<file path="src/rtl/aip_pkg.sv">
// Package for the ASCII integer parser: parse phase codes, state and
// configuration structs, and the character decode helpers.
// No dependencies.
`default_nettype none

package aip_pkg;

  // Character codes used by the parser.
  localparam logic [7:0] CharZero  = 8'h30;  // '0'
  localparam logic [7:0] CharNine  = 8'h39;  // '9'
  localparam logic [7:0] CharLowA  = 8'h61;  // 'a'
  localparam logic [7:0] CharLowF  = 8'h66;  // 'f'
  localparam logic [7:0] CharUpA   = 8'h41;  // 'A'
  localparam logic [7:0] CharUpF   = 8'h46;  // 'F'
  localparam logic [7:0] CharLowB  = 8'h62;  // 'b'
  localparam logic [7:0] CharUpB   = 8'h42;  // 'B'
  localparam logic [7:0] CharLowX  = 8'h78;  // 'x'
  localparam logic [7:0] CharUpX   = 8'h58;  // 'X'
  localparam logic [7:0] CharMinus = 8'h2d;  // '-'
  localparam logic [7:0] CharSpace = 8'h20;
  localparam logic [7:0] CharTab   = 8'h09;
  localparam logic [7:0] CharCr    = 8'h0d;

  // Radix values that enable prefix handling.
  localparam logic [4:0] RadixBin   = 5'd2;
  localparam logic [4:0] RadixOct   = 5'd8;
  localparam logic [4:0] RadixDec   = 5'd10;
  localparam logic [4:0] RadixHex   = 5'd16;
  localparam int unsigned ValueWidth = 64;

  // Configuration register indexes.
  localparam logic [1:0] RegRadix  = 2'd0;
  localparam logic [1:0] RegSigned = 2'd1;
  localparam logic [1:0] RegNarrow = 2'd2;

  typedef enum logic [2:0] {
    PH_SPACE  = 3'd0,
    PH_SIGN   = 3'd1,
    PH_ZERO   = 3'd2,
    PH_DIGITS = 3'd3,
    PH_DONE   = 3'd4
  } phase_t;

  typedef struct packed {
    phase_t                  phase;
    logic [ValueWidth-1:0]   acc;
    logic                    negative;
    logic                    digit_seen;
  } parse_state_t;

  typedef struct packed {
    logic [4:0] radix;
    logic       signed_mode;
    logic       narrow_mode;
  } cfg_t;

  // Whitespace: space, TAB, LF, VT, FF, CR.
  function automatic logic is_space(input logic [7:0] c);
    return (c == CharSpace) || (c >= CharTab && c <= CharCr);
  endfunction

  // Hex digit decode: bit 4 flags a digit, bits 3:0 hold its value.
  function automatic logic [4:0] hex_digit(input logic [7:0] c);
    logic [7:0] d;
    d = 8'd0;
    if (c >= CharZero && c <= CharNine) begin
      d = c - CharZero;
      return {1'b1, d[3:0]};
    end else if (c >= CharLowA && c <= CharLowF) begin
      d = c - CharLowA + 8'd10;
      return {1'b1, d[3:0]};
    end else if (c >= CharUpA && c <= CharUpF) begin
      d = c - CharUpA + 8'd10;
      return {1'b1, d[3:0]};
    end
    return 5'd0;
  endfunction

endpackage

`default_nettype wire

</file>
<file path="src/rtl/ascii_integer_parser_unit.sv">
// Top level of the streaming ASCII integer parser: handshakes, config
// registers, input and result registers. Uses aip_pkg and aip_step.
`default_nettype none

// Channel   Handshake             Payload
// input     in_valid / in_ready   char_code, string_start
// result    out_valid / out_ready number_value, converted
// config    cfg_we                cfg_index, cfg_data
//
// One character can be taken every cycle unless the held character is
// stalled by a full result slot. An accepted character waits in the input
// register, where a single multiply-add by the radix updates the
// accumulator; a stopping character's result then goes to the result register.
// Reset (synchronous, rst) restores the default registers and an empty parse.
// A stalled result holds the input register only when that character must
// emit a result too; characters that emit nothing keep flowing.

module ascii_integer_parser_unit
  import aip_pkg::*;
(
  input  logic                  clk,
  input  logic                  rst,
  input  logic                  in_valid,
  output logic                  in_ready,
  input  logic [7:0]            char_code,
  input  logic                  string_start,
  output logic                  out_valid,
  input  logic                  out_ready,
  output logic [ValueWidth-1:0] number_value,
  output logic                  converted,
  input  logic                  cfg_we,
  input  logic [1:0]            cfg_index,
  input  logic [4:0]            cfg_data
);

  cfg_t                  cfg;
  parse_state_t          state;
  parse_state_t          state_next;
  logic                  s1_valid;
  logic [7:0]            s1_char;
  logic                  s1_start;
  logic                  step_emit;
  logic [ValueWidth-1:0] step_value;
  logic                  step_converted;
  logic                  out_free;
  logic                  fire;

  // Configuration registers.
  always_ff @(posedge clk) begin
    if (rst) begin
      cfg <= '{radix: RadixDec, signed_mode: 1'b1, narrow_mode: 1'b0};
    end else if (cfg_we) begin
      case (cfg_index)
        RegRadix:  cfg.radix       <= cfg_data;
        RegSigned: cfg.signed_mode <= cfg_data[0];
        RegNarrow: cfg.narrow_mode <= cfg_data[0];
        default: ;
      endcase
    end
  end

  aip_step u_step (
    .cur          (state),
    .cfg          (cfg),
    .char_code    (s1_char),
    .string_start (s1_start),
    .nxt          (state_next),
    .emit         (step_emit),
    .value        (step_value),
    .converted    (step_converted)
  );

  // The held character retires unless it needs the result slot and the
  // slot is still occupied.
  assign out_free = !out_valid || out_ready;
  assign fire     = s1_valid && (!step_emit || out_free);
  assign in_ready = !s1_valid || fire;

  // Input register and parse state.
  always_ff @(posedge clk) begin
    if (rst) begin
      s1_valid <= 1'b0;
      state    <= '{phase: PH_SPACE, acc: '0, negative: 1'b0, digit_seen: 1'b0};
    end else begin
      if (in_ready) begin
        s1_valid <= in_valid;
      end
      if (fire) begin
        state <= state_next;
      end
    end
  end

  always_ff @(posedge clk) begin
    if (in_valid && in_ready) begin
      s1_char  <= char_code;
      s1_start <= string_start;
    end
  end

  // Result register.
  always_ff @(posedge clk) begin
    if (rst) begin
      out_valid <= 1'b0;
    end else if (fire && step_emit) begin
      out_valid <= 1'b1;
    end else if (out_ready) begin
      out_valid <= 1'b0;
    end
  end

  always_ff @(posedge clk) begin
    if (fire && step_emit) begin
      number_value <= step_value;
      converted    <= step_converted;
    end
  end

  // Loading the result register always leaves the parse finished.
  a_emit_done: assert property (@(posedge clk) disable iff (rst)
    fire && step_emit |=> state.phase == PH_DONE)
    else $error("parse state not finished after result");

  // Without any digit the accumulator never moved, so the value is zero.
  a_zero_when_unconverted: assert property (@(posedge clk) disable iff (rst)
    out_valid && !converted |-> number_value == '0)
    else $error("nonzero value without converted digits");

  // A held character that cannot retire stays in the input register.
  a_hold_input: assert property (@(posedge clk) disable iff (rst)
    s1_valid && !fire |=> s1_valid && $stable(s1_char) && $stable(s1_start))
    else $error("stalled character lost");

endmodule

`default_nettype wire

</file>
<file path="src/rtl/aip_step.sv">
// Next-state logic for one character of the ASCII integer parser.
// Depends on aip_pkg for the state and configuration types.
`default_nettype none

module aip_step
  import aip_pkg::*;
(
  input  parse_state_t          cur,
  input  cfg_t                  cfg,
  input  logic [7:0]            char_code,
  input  logic                  string_start,
  output parse_state_t          nxt,
  output logic                  emit,
  output logic [ValueWidth-1:0] value,
  output logic                  converted
);

  logic [ValueWidth-1:0]  product;
  logic [ValueWidth-1:0]  acc_in;
  logic [4:0]             digit;

  assign digit = hex_digit(char_code);

  // Walk the phases in order; a phase may fall through to the next one
  // within the same character, as the digit check does after a zero with no prefix letter.
  always_comb begin
    parse_state_t st;
    logic         go;
    st      = cur;
    go      = 1'b1;
    emit    = 1'b0;
    acc_in  = '0;
    product = '0;
    if (string_start) begin
      st = '{phase: PH_SPACE, acc: '0, negative: 1'b0, digit_seen: 1'b0};
    end
    if (st.phase == PH_DONE) begin
      go = 1'b0;
    end
    if (go && st.phase == PH_SPACE) begin
      if (is_space(char_code)) begin
        go = 1'b0;
      end else begin
        st.phase = PH_SIGN;
        if (cfg.signed_mode && char_code == CharMinus) begin
          st.negative = 1'b1;
          go = 1'b0;
        end
      end
    end
    if (go && st.phase == PH_SIGN) begin
      st.phase = PH_DIGITS;
      if (char_code == CharZero) begin
        if (cfg.radix == RadixOct) begin
          go = 1'b0;
        end else if (cfg.radix == RadixBin || cfg.radix == RadixHex) begin
          st.phase = PH_ZERO;
          go = 1'b0;
        end
      end
    end
    if (go && st.phase == PH_ZERO) begin
      st.phase = PH_DIGITS;
      if ((cfg.radix == RadixBin && (char_code == CharLowB || char_code == CharUpB)) ||
          (cfg.radix == RadixHex && (char_code == CharLowX || char_code == CharUpX))) begin
        go = 1'b0;
      end else begin
        // The dropped zero counts as a digit after all.
        st.acc = '0;
        st.digit_seen = 1'b1;
      end
    end
    if (go) begin
      if (digit[4] && ({1'b0, digit[3:0]} < cfg.radix)) begin
        acc_in  = st.acc;
        product = acc_in * ValueWidth'(cfg.radix) + ValueWidth'(digit[3:0]);
        st.acc  = product;
        st.digit_seen = 1'b1;
      end else begin
        emit     = 1'b1;
        st.phase = PH_DONE;
      end
    end
    nxt = st;
  end

  // Result formatting: negate if a minus was seen, then optionally narrow to 32 bits.
  always_comb begin
    logic [ValueWidth-1:0] v;
    v = cur.negative && !string_start ? (~cur.acc + 1'b1) : cur.acc;
    if (nxt.negative) begin
      v = ~nxt.acc + 1'b1;
    end else begin
      v = nxt.acc;
    end
    if (cfg.narrow_mode) begin
      v[ValueWidth-1:32] = (cfg.signed_mode && v[31]) ? '1 : '0;
    end
    value     = v;
    converted = nxt.digit_seen;
  end

endmodule

`default_nettype wire

</file>
<file path="config.mk">
export PLATFORM = sky130hd
export DESIGN_NAME = ascii_integer_parser_unit
export DESIGN_NICKNAME = d
export VERILOG_FILES = /design/src/rtl/aip_pkg.sv /design/src/rtl/ascii_integer_parser_unit.sv /design/src/rtl/aip_step.sv
export SDC_FILE = /design/constraint.sdc
export NUM_CORES = 1
export LEC_CHECK = 0
export BUFFER_PORTS_ARGS = -buffer_cell sky130_fd_sc_hd__clkbuf_2
export CAP_MARGIN = 10
export CORE_MARGIN = 3
export CORE_UTILIZATION = 65
export DETAILED_ROUTE_END_ITERATION = 10
export GPL_TIMING_DRIVEN = 0
export PLACE_DENSITY_LB_ADDON = 0.3
export SLEW_MARGIN = 20
export SYNTH_ARGS = -nofsm -noshare
export SYNTH_HDL_FRONTEND = slang
export SYNTH_SLANG_ARGS = --single-unit
</file>
<file path="constraint.sdc">
create_clock -name clk -period 10 [get_ports clk]
set_input_delay 2 -clock clk [delete_from_list [all_inputs] [get_ports clk]]
set_output_delay 2 -clock clk [all_outputs]
set_load 0.005 [all_outputs]
</file>
# [Yosys cells after proc, flatten, opt, wreduce, memory -nomap -nowiden]
# Index checks and enable logic that the tools add are counted.
# W data, S select, Z words.
[totals] regBits=152 wordCells=121 out_inout_bits=67 inputBits=21
[op_classes] reduce_logical=32 bitwise=1 n_eq_ne=15 mul=1 magnitude_cmp=9 n_mux=43 addsub=7
[op_table] operator="$mux W64" n=3
[op_table] operator="$mux W67" n=2
[op_table] operator="$mux W69" n=1
[op_table] operator="$add A64 B1 Y64 const B" n=1
[op_table] operator="$add A64 B4 Y64" n=1
[op_table] operator="$mul A64 B5 Y64" n=1
[op_table] operator="$mux W32" n=2
[op_table] operator="$not A64 Y64" n=1
[op_table] operator="$eq A8 B7 Y1 const B" n=4
[op_table] operator="$mux W1" n=25
[op_table] operator="$eq A8 B6 Y1 const B" n=3
[op_table] operator="$mux W5" n=4
[op_table] operator="$mux W3" n=6
[op_table] operator="$ge A8 B7 Y1 const B" n=2
[op_table] operator="$le A8 B7 Y1 const B" n=2
[op_table] operator="$logic_and A1 B1 Y1" n=15
[op_table] operator="$sub A4 B1 Y4 const B" n=3
[op_table] operator="$add A4 B4 Y4 const B" n=2
[op_table] operator="$ge A8 B4 Y1 const B" n=1
[op_table] operator="$ge A8 B6 Y1 const B" n=1
[op_table] operator="$le A8 B4 Y1 const B" n=1
[op_table] operator="$le A8 B6 Y1 const B" n=1
[op_table] operator="$logic_or A1 B1 Y1" n=8
[op_table] operator="$reduce_and A2 Y1" n=3
[op_table] operator="13 further kinds" n=15

# [Logic depth before layout (Yosys ltp)]
# Gate-level depths: netlist of run 1.
[logic_depth] depth_word=22 ltp_mapped=33 mapped_depth_nobuf=30

# [Modules after synthesis]
# From an unflattened synthesis of run 1, not the netlist that was laid out.
[unflattened] hier_cells=2480 hier_area_um2=20897.5
[by_module_without_submodules] mod="aip_step" cells_per_inst=2071 n_inst=1 area_per_inst_um2=15150.8
[by_module_without_submodules] mod="ascii_integer_parser_unit" cells_per_inst=409 n_inst=1 area_per_inst_um2=5746.8

# [Worst setup path after synthesis of run 1]
# Ideal clock, no wire load.
[synth_timing] path_type="flip-flop to flip-flop" from="register s1_char[0]" to="register number_value[62], data pin" t_required_ns=9.733 stages_incl_launch_ff=33 setup_ns=0.267 setup_slack_ns=1.409 arrival_time_ns=8.324 synth_period_minus_slack_ns=8.591 path_cell_list="edfxtp_1 inv_1 ha_1 or3b_1 nand4bb_1 or3_1 a21oi_1 a21oi_1 clkbuf_1 clkbuf_1 clkbuf_1 and3_1 fa_1 fa_1 inv_1 fa_1 inv_1 ha_1 clkbuf_1 nand4_1 or2_2 nor4b_1 nor3_1 o211ai_1 a31oi_1 o21ai_0 xor2_1 a22oi_1 nand2_1 or3b_1 o41ai_2 xnor2_1 o21ai_1"
[synth_via] elab_chain_cells=21 word_cells_on_any_way=72 cone_classes="7 x add/sub; 1 x mul; 9 x order compare; 9 x eq/ne; 30 x mux; 1 x bitwise; 15 x reduce/logical"
[synth_lines] element="start, declared" line_no="ascii_integer_parser_unit.sv:40" rtl="logic [7:0] s1_char;"
[synth_lines] element="start signal, assigned" line_no="ascii_integer_parser_unit.sv:96" rtl="s1_char <= char_code;"
[synth_lines] element="$ge A8 B4 Y1, or another cell as far along" line_no="aip_pkg.sv:59" rtl="return (c == CharSpace) || (c >= CharTab && c <= CharCr);"
[synth_lines] element="$logic_and A1 B1 Y1 (on tied branches)" line_no="aip_pkg.sv:59, aip_step.sv:45"
[synth_lines] element="$logic_or A1 B1 Y1 or $mux W1 (tied branches)" line_no="aip_pkg.sv:59, aip_step.sv:45"
[synth_lines] element="$mux W3 or $mux W1 (tied branches)" line_no="aip_step.sv:41" rtl="if (is_space(char_code)) begin"
[synth_lines] element="$mux W3 or $mux W1 (tied branches)" line_no="aip_step.sv:40" rtl="if (go && st.phase == PH_SPACE) begin"
[synth_lines] element="$eq A3 B1 Y1 or $mux W1 (tied branches)" line_no="aip_step.sv:51, aip_step.sv:56"
[synth_lines] element="$logic_and A1 B1 Y1 or $mux W1 (tied branches)" line_no="aip_step.sv:51, aip_step.sv:54"
[synth_lines] element="$mux W3 or $mux W1 (tied branches)" line_no="aip_step.sv:51, aip_step.sv:53"
[synth_lines] element="(+6 left out)"
[synth_lines] element="$mux W67" line_no="aip_step.sv:73" rtl="if (go) begin"
[synth_lines] element="$not A64 Y64" line_no="aip_step.sv:92" rtl="v = ~nxt.acc + 1'b1;"
[synth_lines] element="$add A64 B1 Y64" line_no="aip_step.sv:92"
[synth_lines] element="$mux W64 (*)" line_no="aip_step.sv:91" rtl="if (nxt.negative) begin"
[synth_lines] element="$logic_and A1 B1 Y1" line_no="aip_step.sv:97" rtl="v[ValueWidth-1:32] = (cfg.signed_mode && v[31]) ? '1 : '0;"
[synth_lines] element="$mux W32" line_no="aip_step.sv:97"
[synth_lines] element="$mux W32 (*)" line_no="aip_step.sv:96" rtl="if (cfg.narrow_mode) begin"
[synth_lines] element="via step_value[62]" line_no="ascii_integer_parser_unit.sv:43" rtl="logic [ValueWidth-1:0] step_value;"
[synth_lines] element="end signal, assigned" line_no="ascii_integer_parser_unit.sv:114" rtl="number_value <= step_value;"
[synth_lines] element="end, declared" line_no="ascii_integer_parser_unit.sv:29" rtl="output logic [ValueWidth-1:0] number_value,"
# The timed path passes the listed nets; every way through them passes the cells marked *. The select of a mux whose other input is x is not followed.
# A chain may end at the register's enable or synchronous reset.

# [Worst setup path after layout of run 1]
[layout_timing] from="register s1_char[0]" to="register number_value[52], data pin"
[layout_via] elab_chain_cells=21 word_cells_on_any_way=72 cone_classes="7 x add/sub; 1 x mul; 9 x order compare; 9 x eq/ne; 30 x mux; 1 x bitwise; 15 x reduce/logical"
[layout_lines] element="$ge A8 B4 Y1, or another cell as far along" line_no="aip_pkg.sv:59"
[layout_lines] element="$logic_and A1 B1 Y1 (on tied branches)" line_no="aip_pkg.sv:59, aip_step.sv:45"
[layout_lines] element="$logic_or A1 B1 Y1 or $mux W1 (tied branches)" line_no="aip_pkg.sv:59, aip_step.sv:45"
[layout_lines] element="$mux W3 or $mux W1 (tied branches)" line_no="aip_step.sv:41"
[layout_lines] element="$mux W3 or $mux W1 (tied branches)" line_no="aip_step.sv:40"
[layout_lines] element="$eq A3 B1 Y1 or $mux W1 (tied branches)" line_no="aip_step.sv:51, aip_step.sv:56"
[layout_lines] element="$logic_and A1 B1 Y1 or $mux W1 (tied branches)" line_no="aip_step.sv:51, aip_step.sv:54"
[layout_lines] element="$mux W3 or $mux W1 (tied branches)" line_no="aip_step.sv:51, aip_step.sv:53"
[layout_lines] element="(+7 left out)"
[layout_lines] element="$not A64 Y64" line_no="aip_step.sv:92"
[layout_lines] element="$add A64 B1 Y64" line_no="aip_step.sv:92"
[layout_lines] element="$mux W64 (*)" line_no="aip_step.sv:91"
[layout_lines] element="via step_value[31]" line_no="ascii_integer_parser_unit.sv:43"
[layout_lines] element="$logic_and A1 B1 Y1 (*)" line_no="aip_step.sv:97"
[layout_lines] element="$mux W32 (*)" line_no="aip_step.sv:97"
[layout_lines] element="$mux W32 (*)" line_no="aip_step.sv:96"
[layout_lines] element="via step_value[52]" line_no="ascii_integer_parser_unit.sv:43"
# Marks and branches as above.

==> results of run 1 <==
## sequential cells by signal, summed over array words and instances (netlist names)
signal / cells
number_value: 64
out_valid: 1
converted: 1
cfg: 7
s1_valid: 1
s1_char: 8
s1_start: 1
state: 69
## worst max path at each step
stage          startpoint               end  slack [ps]
6_report       s1_char[0]  number_value[52]         230
5_1_grt        s1_char[0]  number_value[62]         -40
4_1_cts        s1_char[0]  number_value[62]          20
3_5_place_dp   s1_char[0]  number_value[62]       -1410
3_3_place_gp   s1_char[0]  number_value[62]       -1610
2_1_floorplan  s1_char[0]  number_value[62]        1410
## through the flow
stage	total power, µW	hold WS [ps]	util	setup TNS [ps]	setup WS, ps
after floorplan	1080	464	-	0	1410
after global placement	1260	479	0.697	-42240	-1610
after detailed placement	1280	503	0.701	-45150	-1410
after CTS	1950	520	0.725	0	21.6
after global routing	2050	555	0.730	-40.2	-40.2
final	2000	520	0.731	0	226
## layout by cell type (no fill, tap or decap), types with 11 or more instances in the layout
cell type / n
inv_1: 311
and3_1: 306
fa_1: 182
nor2_1: 176
nand2_1: 138
ha_1: 135
clkbuf_1: 107
a21oi_1: 102
o21ai_0: 100
clkbuf_2: 99
dfxtp_1: 78
edfxtp_1: 74
xnor2_1: 68
a211oi_1: 53
xor2_1: 48
a22oi_1: 40
nand3_1: 29
a21o_1: 28
o21ai_1: 27
nor3_1: 26
a31oi_1: 24
nand4_1: 21
o211ai_1: 17
o21a_1: 17
clkbuf_16: 17
buf_4: 15
nand2b_1: 14
and2_1: 14
o21bai_1: 12
mux2i_1: 11
## critical path, stage by stage (launching register included)
cell	delay, ps
edfxtp_1	440
inv_1	190
ha_1	200
or3b_1	400
nand4bb_1	230
or3_1	460
a21o_1	270
o21ai_1	750
nor2_1	290
nand2_1	170
fa_1	470
fa_1	540
fa_1	560
inv_1	50
ha_1	300
a211oi_2	490
o21ai_0	200
xnor2_1	230
nor4_1	610
nand4b_1	190
mux2i_1	300
o211ai_2	280
nor4_4	450
a31oi_1	190
xnor2_2	450
nand3_2	320
clkbuf_1	290
o21ai_0	210
## layer usage
metal	track usage	routed length, µm
met1	0.559	26400
met2	0.631	30500
met3	0.106	9320
met4	0.257	5360
met5	0	12
## cell type report
class,count,share of cell area
Multi-Input combinational cell,1787,0.667
Sequential cell,152,0.173
Inverter,312,0.0535
Buffer,147,0.0289
Timing Repair Buffer,103,0.0281
Tap cell,390,0.0223
Clock buffer,17,0.0194
Clock inverter,15,0.00732
Antenna cell,4,0.000457
## power by group through the flow
stage,logic [µW],registers (µW),clock network (µW)
floorplan,348,734,0
global placement,514,750,0
detailed placement,531,750,0
CTS,538,736,678
global route,601,742,706
finish,565,740,691
## logic make-up (layout without fill, tap and decap cells)
group                    Yosys count  in the layout  synth area share
AO/OA/AOI/OAI                    531            531             0.179
adder cells (fa/ha/maj)          317            317             0.267
multiplexers                      15             15           0.00777
buffers and inverters            461            594            0.0892
other                              0              4                 0
AND/OR/NAND/NOR                  807            807             0.216
XOR/XNOR                         117            117            0.0513
flip-flops                       152            152             0.189
## timing repair
item                                   CTS  global route
buffers inserted                         4             8
pin swaps                                3             5
endpoints found under the hold margin    0             0
gates resized for setup                 27            47
setup endpoints to repair               48            32
==> run_results.csv, run 1 <==
group,metric,value,unit
clocking,path_clk_slew,80,ps
setup_path,r2r_slack,230,ps
setup_path,worstReg2RegStart,"s1_char[0]",
synth,synth_edf_count,74,
setup_path,worstSetupPathType,"flip-flop to flip-flop",
drt,drcViolationCount,0,
final_layout,finalNetCount,2858,
timing,worst_pin_slew,1220,ps
placed_design,dpl_cell_area,21000,µm²
final_layout,multi_input_area,14600,µm²
drt,via_count,19900,
placed_design,io_buffers,86,
drt,drtPass1Iterations,9,
final_layout,area_growth,9.59,%
synth,async_flop_share,0,
global_routing,grt_max_degree,24,
pwr,comb_power_share,0.283,
worst_hold_path,hp-class,"flip-flop to flip-flop",
clocking,cts_max_level,4,
global_routing,grt_usage,0.424,
placed_design,placed_cells_incl_taps,2881,
timing,period_needed,9770,ps
die,core.rowCount,63,
setup_path,end_kind,"flip-flop",
synth,synth_ff_type,"dfxtp_1",
synth,seq_area_frac_synth,0.189,
clocking,cts_root_buffer,"clkbuf_16",
synth,ys_top_cells_by_area,"fa_1 (18%), edfxtp_1 (11%), and3_1 (9.6%)",
pwr,max-vdd-ir-drop,0.106,mV
synth,synth_most_common_cell,"inv_1",
final_layout,final_cells,2927,
clocking,cts_buffers,17,
setup_path,path_max_fanout,10,
die,die_y,181,µm
timing,period_share,0.977,
drt,wl_per_cell,24.4,µm
setup_path,worstPathArrival,9990,ps
drt,vias_per_cell,6.80,
pwr,leakage,0.0107,µW
worst_hold_path,min-delay-start,"state[68]",
synth,ys_warn_count,0,
die,initial_core_util,0.667,
synth,ys_top_cells_by_count,"inv_1 (311), and3_1 (306), fa_1 (182), nor2_1 (177), nand2_1 (139)",
die,core,30000,µm²
clocking,clkSinkCount,152,
pwr,intPower,1230,µW
synth,ys_ff_latch,152,
setup_path,r2r_end,"number_value[52]",
pwr,power.share.switching,0.384,
synth,synth_top_cell_area_share,0.182,
timing,maxSlewHeadroom,0.181,
drt,drt_iter0_drc,2888,
placed_design,place_congestion,1.10,
global_routing,grt_pass1_wl,108000,µm
global_routing,grt-ovfl-total,0,
clocking,cts_hold_buf,0,
placed_design,dpl.hpwl,55400,µm
synth,syn_area,20000,µm²
setup_path,r2r_cells,27,
pwr,p_seq_frac,0.371,
synth,syn_inst,2400,
drt,drtAntennaViolNets,0,
timing,fin_worst_skew,18.3,ps
run_status,status,"finished, final reports clean",
flow_run,cap_violations,0,
worst_hold_path,worst_hold_path.endpoint,"state[68]",
clocking,clk_latency,450,ps
synth,synthesis.nets,2738,
final_layout,final_area,21900,µm²
timing,finalSetupViolCount,0,
global_routing,antenna_found_initial,3,
synth,syn_area_per_cell,8.32,µm²
pwr,clockPowerShare,0.346,
final_layout,drive_gt1_frac,0.0932,
setup_path,cp-start-kind,"flip-flop",
worst_hold_path,min_path_cells,2,
pwr,power_switching,767,µW
clocking,cts_tree,"yes",
synth,yosysTopAreaCell,"fa_1",
final_layout,regArea,3780,µm²
die,io-pin-count,88,
drt,finalWirelength,71500,µm
timing,fmax,0.102,GHz
die,dieArea,32900,µm²
clocking,clk_path_buf_depth,2,
pwr,p_per_area,91.2,nW/µm²
synth,yosysUniqueCellTypes,95,
global_routing,grt_pass1_vias,19100,
setup_path,critical_path_required,10210,ps
timing,slew_violations,0,
die,die_x,181,µm
timing,final_hold_viol_count,0,
final_layout,nFillCells,2445,
Note: power is estimated with default switching activity, not from simulation.
==> inputs of run 2 (changes only) <==
- PLACE_DENSITY_LB_ADDON: 0.3 -> 0.25
==> run_results.csv, run 2 (synthesis results as in run 1) <==
group,metric,value,unit
worst_hold_path,min_path_cells,2,
setup_path,r2r_cells,33,
setup_path,worstSetupPathType,"flip-flop to flip-flop",
placed_design,dp_slack,-1580,ps
clocking,path_clk_slew,70,ps
pwr,power.share.switching,0.390,
final_layout,regMostFlops,"state",
die,die_y,181,µm
placed_design,io_buffers,86,
pwr,p_seq_frac,0.372,
setup_path,end_kind,"flip-flop",
timing,maxSlewHeadroom,0.195,
final_layout,mostFrequentLayoutCell,"inv_1",
die,die_x,181,µm
global_routing,antenna_found_initial,6,
global_routing,grt_max_degree,28,
drt,wl_per_cell,24.7,µm
setup_path,cpMostUsedCell,"inv_1",
clocking,cts_hold_buf,0,
global_routing,grt_usage,0.430,
clocking,cts_tree,"yes",
timing,final_hold_viol_count,0,
clocking,cts_root_buffer,"clkbuf_16",
worst_hold_path,min-delay-start,"state[66]",
flow_run,cap_violations,0,
timing,fin_worst_skew,11.5,ps
drt,drtPass1Iterations,6,
clocking,cts_buffers,17,
final_layout,area_growth,9.69,%
setup_path,worstReg2RegStart,"s1_char[0]",
setup_path,path_max_fanout,10,
pwr,leakage,0.0107,µW
clocking,clk_path_buf_depth,2,
pwr,max-vdd-ir-drop,0.0965,mV
setup_path,path_buf_inv,9,
global_routing,grt_pass1_vias,19100,
timing,setup_ws,146,ps
timing,slew_violations,0,
drt,vias_per_cell,6.80,
drt,via_count,19900,
setup_path,cp-start-kind,"flip-flop",
die,core.rowCount,63,
setup_path,critPathSlowestCell,"fa_1",
setup_path,r2r_end,"number_value[62]",
clocking,clk_latency,450,ps
timing,rsz0062_at_grt,"true",
placed_design,dpl.hpwl,55900,µm
global_routing,grt_pass1_wl,109000,µm
setup_path,cp_slowest_stage_delay,560,ps
timing,finalSetupViolCount,0,
drt,finalWirelength,72100,µm
run_status,status,"finished, final reports clean",
final_layout,drive_gt1_frac,0.0976,
timing,period_share,0.985,
drt,drt_iter0_drc,2884,
worst_hold_path,worst_hold_path.endpoint,"state[66]",
final_layout,final_cells,2923,
clocking,clkSinkCount,152,
final_layout,largest_register_ff_count,69,
global_routing,grt-ovfl-total,0,
pwr,intPower,1210,µW
clocking,cts_max_level,4,
die,core,30000,µm²
timing,period_needed,9850,ps
die,initial_core_util,0.667,
pwr,clockPowerShare,0.339,
final_layout,top_regs,"state (69), number_value (64), s1_char (8)",
placed_design,place_congestion,0.992,
final_layout,final_cell_mix,"inv_1 (311), and3_1 (306), fa_1 (182)",
pwr,comb_power_share,0.289,
worst_hold_path,hp-class,"flip-flop to flip-flop",
setup_path,critical_path_required,10190,ps
pwr,power_switching,772,µW
drt,drcViolationCount,0,
drt,drtAntennaViolNets,0,
die,io-pin-count,88,
placed_design,placed_cells_incl_taps,2880,
final_layout,finalNetCount,2857,
setup_path,worstPathArrival,10040,ps
pwr,p_per_area,90.4,nW/µm²
timing,fmax,0.101,GHz
setup_path,r2r_slack,150,ps
setup_path,cp_top_family,"compound AO/OA/AOI/OAI gates",
timing,worst_pin_slew,1200,ps
die,dieArea,32900,µm²
## run 2: final cells by class
type | instances | area, µm²
diodes | 1 | 2.50
plain buffers | 146 | 631
clock buffers | 17 | 425
clock inverters | 15 | 156
fillers | 2317 | 8050
inverters | 312 | 1170
multi-input cells | 1787 | 14700
flip-flops and latches | 152 | 3780
well taps | 390 | 488
repair buffers | 103 | 588
## run 2: power by group through the flow
stage          registers (µW)  logic (µW)  clock network (µW)
2_1_floorplan             734         348                   0
3_5_place_dp              746         532                   0
5_1_grt                   738         606                 688
3_3_place_gp              748         514                   0
4_1_cts                   733         540                 662
6_report                  736         573                 671
## run 2: worst reg2reg max path: cells and delay by family (launching register included)
kind                     cells  cell delay (ps)
AO/OA/AOI/OAI               11             2840
adder cells (fa/ha/maj)      5             2140
AND/OR/NAND/NOR              6             2020
buffers and inverters        9             1580
XOR/XNOR                     2              580
flip-flops                   1              440
## run 2: what timing repair did
action / CTS / global route
pin swaps: 2 / 9
buffers inserted: 3 / 10
endpoints found under the setup margin: 54 / 34
resized for setup: 32 / 59
## run 2: worst max-delay path by stage
| stage | to | cells past startpoint | startpoint |
|---|---|---|---|
| global route | number_value[62] | 34 | s1_char[0] |
| detailed placement | number_value[62] | 30 | s1_char[0] |
| floorplan | number_value[62] | 32 | s1_char[0] |
| CTS | number_value[62] | 34 | s1_char[0] |
| global placement | number_value[62] | 31 | s1_char[0] |
| finish | number_value[62] | 33 | s1_char[0] |
## run 2: per-layer routing
metal	global-route usage	vias to the layer above	wire length, µm
met5	0	-	32
met4	0.230	6	4870
met3	0.113	341	9490
met2	0.652	1482	31000
met1	0.565	9464	26700
li1	-	8574	-
## run 2: stage by stage
step | power [µW] | hold WS [ps] | utilization | cell area [µm²] | setup TNS, ps
2_1_floorplan | 1080 | 464 | - | 20000 | 0
3_3_place_gp | 1260 | 478 | 0.697 | 20900 | -50780
3_5_place_dp | 1280 | 501 | 0.700 | 21000 | -47480
4_1_cts | 1930 | 520 | 0.724 | 21700 | -16.5
5_1_grt | 2030 | 550 | 0.731 | 21900 | -25.1
6_report | 1980 | 524 | 0.731 | 21900 | 0
